$ cat src/rtl/core/bkb_pkg.sv
`timescale 1ns / 1ps
// ----------------------------------------------------------------------------
// bkb_pkg: shared types and constants of the knock-out barrier pricer
// Widths, register indexes, reset values, request and result payloads and
// the control and configuration bundles that feed the lattice cells.
// ----------------------------------------------------------------------------
package bkb_pkg;

	localparam int PRICE_W       = 32;
	localparam int DOWN_W        = 31;
	localparam int STEP_W        = 9;
	localparam int STEP_MAX      = 511;
	localparam int CFG_IDX_W     = 3;
	localparam int DEF_MAX_STEPS = 256;

	typedef enum logic [CFG_IDX_W-1:0] {
		REG_STEP_COUNT  = 3'd0,
		REG_UP_FACTOR   = 3'd1,
		REG_DOWN_FACTOR = 3'd2,
		REG_WEIGHT_UP   = 3'd3,
		REG_WEIGHT_DOWN = 3'd4,
		REG_OPTION_KIND = 3'd5,
		REG_BARRIER_DIR = 3'd6
	} cfg_reg_t;

	localparam logic [STEP_W-1:0]  RST_STEP_COUNT  = 9'd256;
	localparam logic [PRICE_W-1:0] RST_UP_FACTOR   = 32'd1073741824;
	localparam logic [DOWN_W-1:0]  RST_DOWN_FACTOR = 31'd1073741824;
	localparam logic [PRICE_W-1:0] RST_WEIGHT_UP   = 32'd1073741824;
	localparam logic [PRICE_W-1:0] RST_WEIGHT_DOWN = 32'd1073741824;

	typedef enum logic [2:0] {
		ST_IDLE,
		ST_TERM,
		ST_PAYOFF,
		ST_ROLL,
		ST_DONE
	} seq_state_t;

	typedef struct packed {
		logic [PRICE_W-1:0] spot;
		logic [PRICE_W-1:0] strike;
		logic [PRICE_W-1:0] barrier_level;
		logic [PRICE_W-1:0] rebate;
	} req_t;

	typedef struct packed {
		logic [PRICE_W-1:0] option_value;
	} res_t;

	typedef struct packed {
		logic [STEP_W-1:0]  n;
		logic [PRICE_W-1:0] up;
		logic [DOWN_W-1:0]  down;
		logic [PRICE_W-1:0] w_up;
		logic [PRICE_W-1:0] w_down;
		logic               kind;
		logic               dir;
		logic [PRICE_W-1:0] strike;
		logic [PRICE_W-1:0] barrier;
		logic [PRICE_W-1:0] rebate;
	} lat_cfg_t;

	typedef struct packed {
		logic              load;
		logic              term;
		logic              payoff;
		logic              roll;
		logic [STEP_W-1:0] step_k;
		logic [STEP_W-1:0] level;
	} cell_ctl_t;

endpackage

$ cat src/rtl/core/bkb_ctrl.sv
`timescale 1ns / 1ps
// ----------------------------------------------------------------------------
// bkb_ctrl: sequencer of the pricing chain
// Steps the cells through load, terminal price build-up, payoff and the
// level-by-level rollback, then hands the root value to the output register.
// ----------------------------------------------------------------------------
module bkb_ctrl (
	input  logic                       clk,
	input  logic                       arst_n,
	input  logic [bkb_pkg::STEP_W-1:0] n,
	input  logic                       req_valid,
	output logic                       req_ready,
	input  logic                       res_full,
	input  logic                       res_ready,
	output logic                       load_res,
	output bkb_pkg::cell_ctl_t         ctl
);

	bkb_pkg::seq_state_t        state_q;
	bkb_pkg::seq_state_t        state_d;
	logic [bkb_pkg::STEP_W-1:0] step_k_q;
	logic [bkb_pkg::STEP_W-1:0] step_k_d;
	logic [bkb_pkg::STEP_W-1:0] level_q;
	logic [bkb_pkg::STEP_W-1:0] level_d;

	always_ff @(posedge clk or negedge arst_n) begin
		if (!arst_n) begin
			state_q  <= bkb_pkg::ST_IDLE;
			step_k_q <= '0;
			level_q  <= '0;
		end else begin
			state_q  <= state_d;
			step_k_q <= step_k_d;
			level_q  <= level_d;
		end
	end

	always_comb begin
		state_d    = state_q;
		step_k_d   = step_k_q;
		level_d    = level_q;
		req_ready  = 1'b0;
		load_res   = 1'b0;
		ctl        = '0;
		ctl.step_k = step_k_q;
		ctl.level  = level_q;
		case (state_q)
			bkb_pkg::ST_IDLE: begin
				req_ready = 1'b1;
				if (req_valid) begin
					ctl.load = 1'b1;
					step_k_d = '0;
					state_d  = bkb_pkg::ST_TERM;
				end
			end
			bkb_pkg::ST_TERM: begin
				ctl.term = 1'b1;
				if (step_k_q == n - bkb_pkg::STEP_W'(1)) begin
					state_d = bkb_pkg::ST_PAYOFF;
				end else begin
					step_k_d = step_k_q + bkb_pkg::STEP_W'(1);
				end
			end
			bkb_pkg::ST_PAYOFF: begin
				ctl.payoff = 1'b1;
				level_d    = n;
				state_d    = bkb_pkg::ST_ROLL;
			end
			bkb_pkg::ST_ROLL: begin
				ctl.roll = 1'b1;
				level_d  = level_q - bkb_pkg::STEP_W'(1);
				if (level_q == bkb_pkg::STEP_W'(1)) begin
					state_d = bkb_pkg::ST_DONE;
				end
			end
			bkb_pkg::ST_DONE: begin
				// Wait here only if the previous result has not been taken yet.
				if (!res_full || res_ready) begin
					load_res = 1'b1;
					state_d  = bkb_pkg::ST_IDLE;
				end
			end
			default: begin
				state_d = bkb_pkg::ST_IDLE;
			end
		endcase
	end

endmodule

$ cat config.mk
export PLATFORM = sky130hd
export DESIGN_NAME = bkb_ctrl
export DESIGN_NICKNAME = d
export VERILOG_FILES = /design/src/rtl/core/bkb_pkg.sv /design/src/rtl/core/bkb_ctrl.sv
export SDC_FILE = /design/constraint.sdc
export NUM_CORES = 1
export LEC_CHECK = 0
export BUFFER_PORTS_ARGS = -buffer_cell sky130_fd_sc_hd__buf_2
export CAP_MARGIN = 10
export CORE_UTILIZATION = 53
export DETAILED_ROUTE_END_ITERATION = 10
export GPL_ROUTABILITY_DRIVEN = 0
export PLACE_DENSITY = 0.92
export SLEW_MARGIN = 10
export SYNTH_ARGS = -nofsm -noshare
export SYNTH_HDL_FRONTEND = slang
export SYNTH_SLANG_ARGS = --single-unit
$ cat constraint.sdc
create_clock -name clk -period 2.5 [get_ports clk]
set_clock_uncertainty 0.05 [all_clocks]
set_input_delay 0.5 -clock clk [delete_from_list [all_inputs] [get_ports clk]]
set_output_delay 0.5 -clock clk [all_outputs]
set_load 0.01 [all_outputs]
==> impl_metrics.py <==
metrics = {
    "pwr": {
        "p_per_area_nw_per_um2": 901,
        "ir_worst_vdd_uv": 839,
        "p_leak_uw": 0.000848,
    },
    "global_routing": {
        "grt-ovfl-total": 0,
        "grt_pass1_wl_microns": 6280,
        "grt_pass1_vias": 1352,
        "antenna_found_initial": 0,
        "grt_use_total_pct": 25.4,
        "grt_start_max_net_pins": 24,
    },
    "synthesis": {
        "synthCells": 190,
        "ys_seq_area_share_pct": 34.7,
        "yosysUniqueCellTypes": 42,
        "avgSynthCellArea_sq_um": 7.97,
        "yosysWarningCount": 0,
        "synth_area_leaders": "dfrtp_1 35%, a21oi_1 5.3%, nand2_1 5.2%, o21ai_0 4.0%, or3_1 3.7%",
        "netlist.area_leader.share_pct": 34.7,
        "synth_area_sq_um": 1520,
        "async_reset_ff_share_pct": 100,
        "syn-num-nets": 208,
        "synth-seq-cells": 21,
        "synth-edff-count": 0,
        "synthTopCellsByCount": "21 x dfrtp_1, 21 x nand2_1, 16 x a21oi_1",
        "synth_top_area_cell": "dfrtp_1",
        "synth_ff_type": "dfrtp_1",
    },
    "critical_path": {
        "path_class": "in2reg",
        "crit_buf_inv": 2,
        "critPathArrivalTime_ns": 2.54,
        "cp-end-kind": "flop",
        "required_ns": 2.70,
        "path_max_fanout": 8,
        "slowest_delay_ns": 0.41,
        "start_kind": "input pin",
        "slowest_stage": "or3_1",
        "cp_top_family": "simple AND/OR/NAND/NOR gates",
        "crit_chain": "buf_2 -> inv_1 -> ha_1 -> nor3b_2 -> xnor2_1 -> a31oi_1 -> o21ai_0 -> and3_1 -> or3_1 -> a21oi_1",
    },
    "min_path": {
        "worstHoldPathType": "in2async",
    },
    "run_status": {
        "status": "complete, no violations",
    },
    "final_layout": {
        "final.fill_count": 246,
        "synthToLayoutAreaGrowth_pct": 16.7,
        "diodes": 0,
        "final_nets": 247,
        "finalCoreUtilization_pct": 64.7,
        "layout-drive-gt1-share_pct": 21.9,
    },
    "route": {
        "drt-initial-drc-count": 48,
        "ant_nets": 0,
        "drc": 0,
        "vias": 1567,
        "drtPass1Iterations": 4,
        "wl_per_cell_microns": 14.5,
        "wl_microns": 3750,
        "via_per_inst": 6.05,
    },
    "floorplanning": {
        "ios": 38,
        "die_w_microns": 55.5,
        "die_h_microns": 55.5,
        "die-area_sq_um": 3080,
        "rows": 19,
        "core-area_sq_um": 2730,
        "start_util_pct": 55.4,
    },
    "placed_design": {
        "port_buffers": 37,
        "place_hpwl_microns": 2820,
        "dp_slack_ns": -0.106,
    },
    "sta": {
        "setup_slack_ns": 0.159,
        "worst_pin_slew_ns": 0.487,
        "max_freq_ghz": 0.427,
        "holdWs_ns": 0.0704,
        "fin_crit_ns": 2.34,
        "finalCritPeriodShare_pct": 93.7,
        "setup_viol": 0,
        "slew_headroom_pct": 67.6,
        "totalNegativeSetupSlack_ns": 0,
        "hold_violations": 0,
        "rsz0062_at_grt": "false",
        "drv_slew": 0,
    },
    "clocking": {
        "clk_path_buf_depth": 2,
        "numCtsBuffers": 3,
        "clk_latency_ns": 0.31,
        "cts_hold_buf": 0,
        "tritoncts": "built",
        "postCtsSetupBuffers": 0,
        "cts_resized": 0,
        "cts.reportedPaths.clkPinSlew_ns": 0.12,
        "htree_levels": 1,
        "cts_root_buffer": "clkbuf_4",
        "clkSinkCount": 21,
    },
    "run": {
        "drv_cap": 0,
    },
}
[power by group]
group          internal [uW]  switching [uW]
Combinational            332             459
Clock                   62.5             113
Sequential               454             174
Total                    848             745
[path summary, 6_finish.rpt]
kind	from	depth (start not counted)	end	slack, ns
max in group asynchronous	arst_n	1	level_q[4]	1.99
worst min register to register	state_q[2]	1	state_q[0]	0.51
min in group clk	res_ready	2	state_q[2]	0.33
worst max-delay path	n[0]	10	step_k_q[4]	0.16
worst min-delay path	arst_n	1	step_k_q[5]	0.07
worst max register to register	step_k_q[8]	7	step_k_q[4]	0.34
[placed cells by master, fill, tap and decap left out, types with 2 or more instances in the layout]
master,count
o21ai_0,12
clkbuf_4,3
a31oi_1,2
buf_2,37
xor2_1,6
o211ai_1,3
nand3_1,7
buf_4,6
or3_1,9
nor3_1,8
inv_1,13
nor2_1,12
o21ai_1,3
ha_1,4
o22ai_1,6
o31ai_1,3
dfrtp_1,21
a21oi_1,16
xnor2_1,6
nand2b_1,6
nand2_1,21
nand4_1,2
or4_1,2
[cell families after synthesis]
| family | share of synthesized area, % |
|---|---|
| adder cells (fa/ha/maj) | 3.30 |
| AND/OR/NAND/NOR | 26.8 |
| buffers and inverters | 6.03 |
| multiplexers | 0.661 |
| flip-flops | 34.7 |
| AO/OA/AOI/OAI | 21.6 |
| XOR/XNOR | 6.94 |
[worst reg2reg max path, stage by stage, from the launching register on]
cell	delay, ns
dfrtp_1	0.46
xor2_1	0.29
xnor2_1	0.12
a31oi_1	0.17
o21ai_0	0.12
and3_1	0.30
or3_1	0.41
a21oi_1	0.16
[area by class of cell]
cell class / instances / area (sq um) / area share, %
clock buffer: 4 / 26.3 / 1.49
inverter: 13 / 48.8 / 2.76
multi-input combinational: 147 / 898 / 50.8
sequential: 21 / 526 / 29.7
tap: 31 / 38.8 / 2.19
timing repair buffer: 43 / 230 / 13.0
[routing by layer]
layer	vias up	routed length [microns]	track usage, %
met3	10	200	2.58
met2	52	1750	40.3
met5	-	0	0
li1	763	-	-
met1	742	1720	36.3
met4	0	83	8.93
[state kept, by name, indices dropped and copies added, names as in the netlist]
register / cells
state_q: 3
step_k_q: 9
level_q: 9
[per-stage QoR]
step / instances / total power (uW) / area [sq um]
6_report: 259 / 1590 / 1770
5_1_grt: 259 / 1720 / 1770
4_1_cts: 259 / 1590 / 1770
3_5_place_dp: 255 / 1420 / 1740
3_3_place_gp: 255 / 1390 / 1740
2_1_floorplan: 190 / 1150 / 1520
Power figures use the tool's default switching activity.
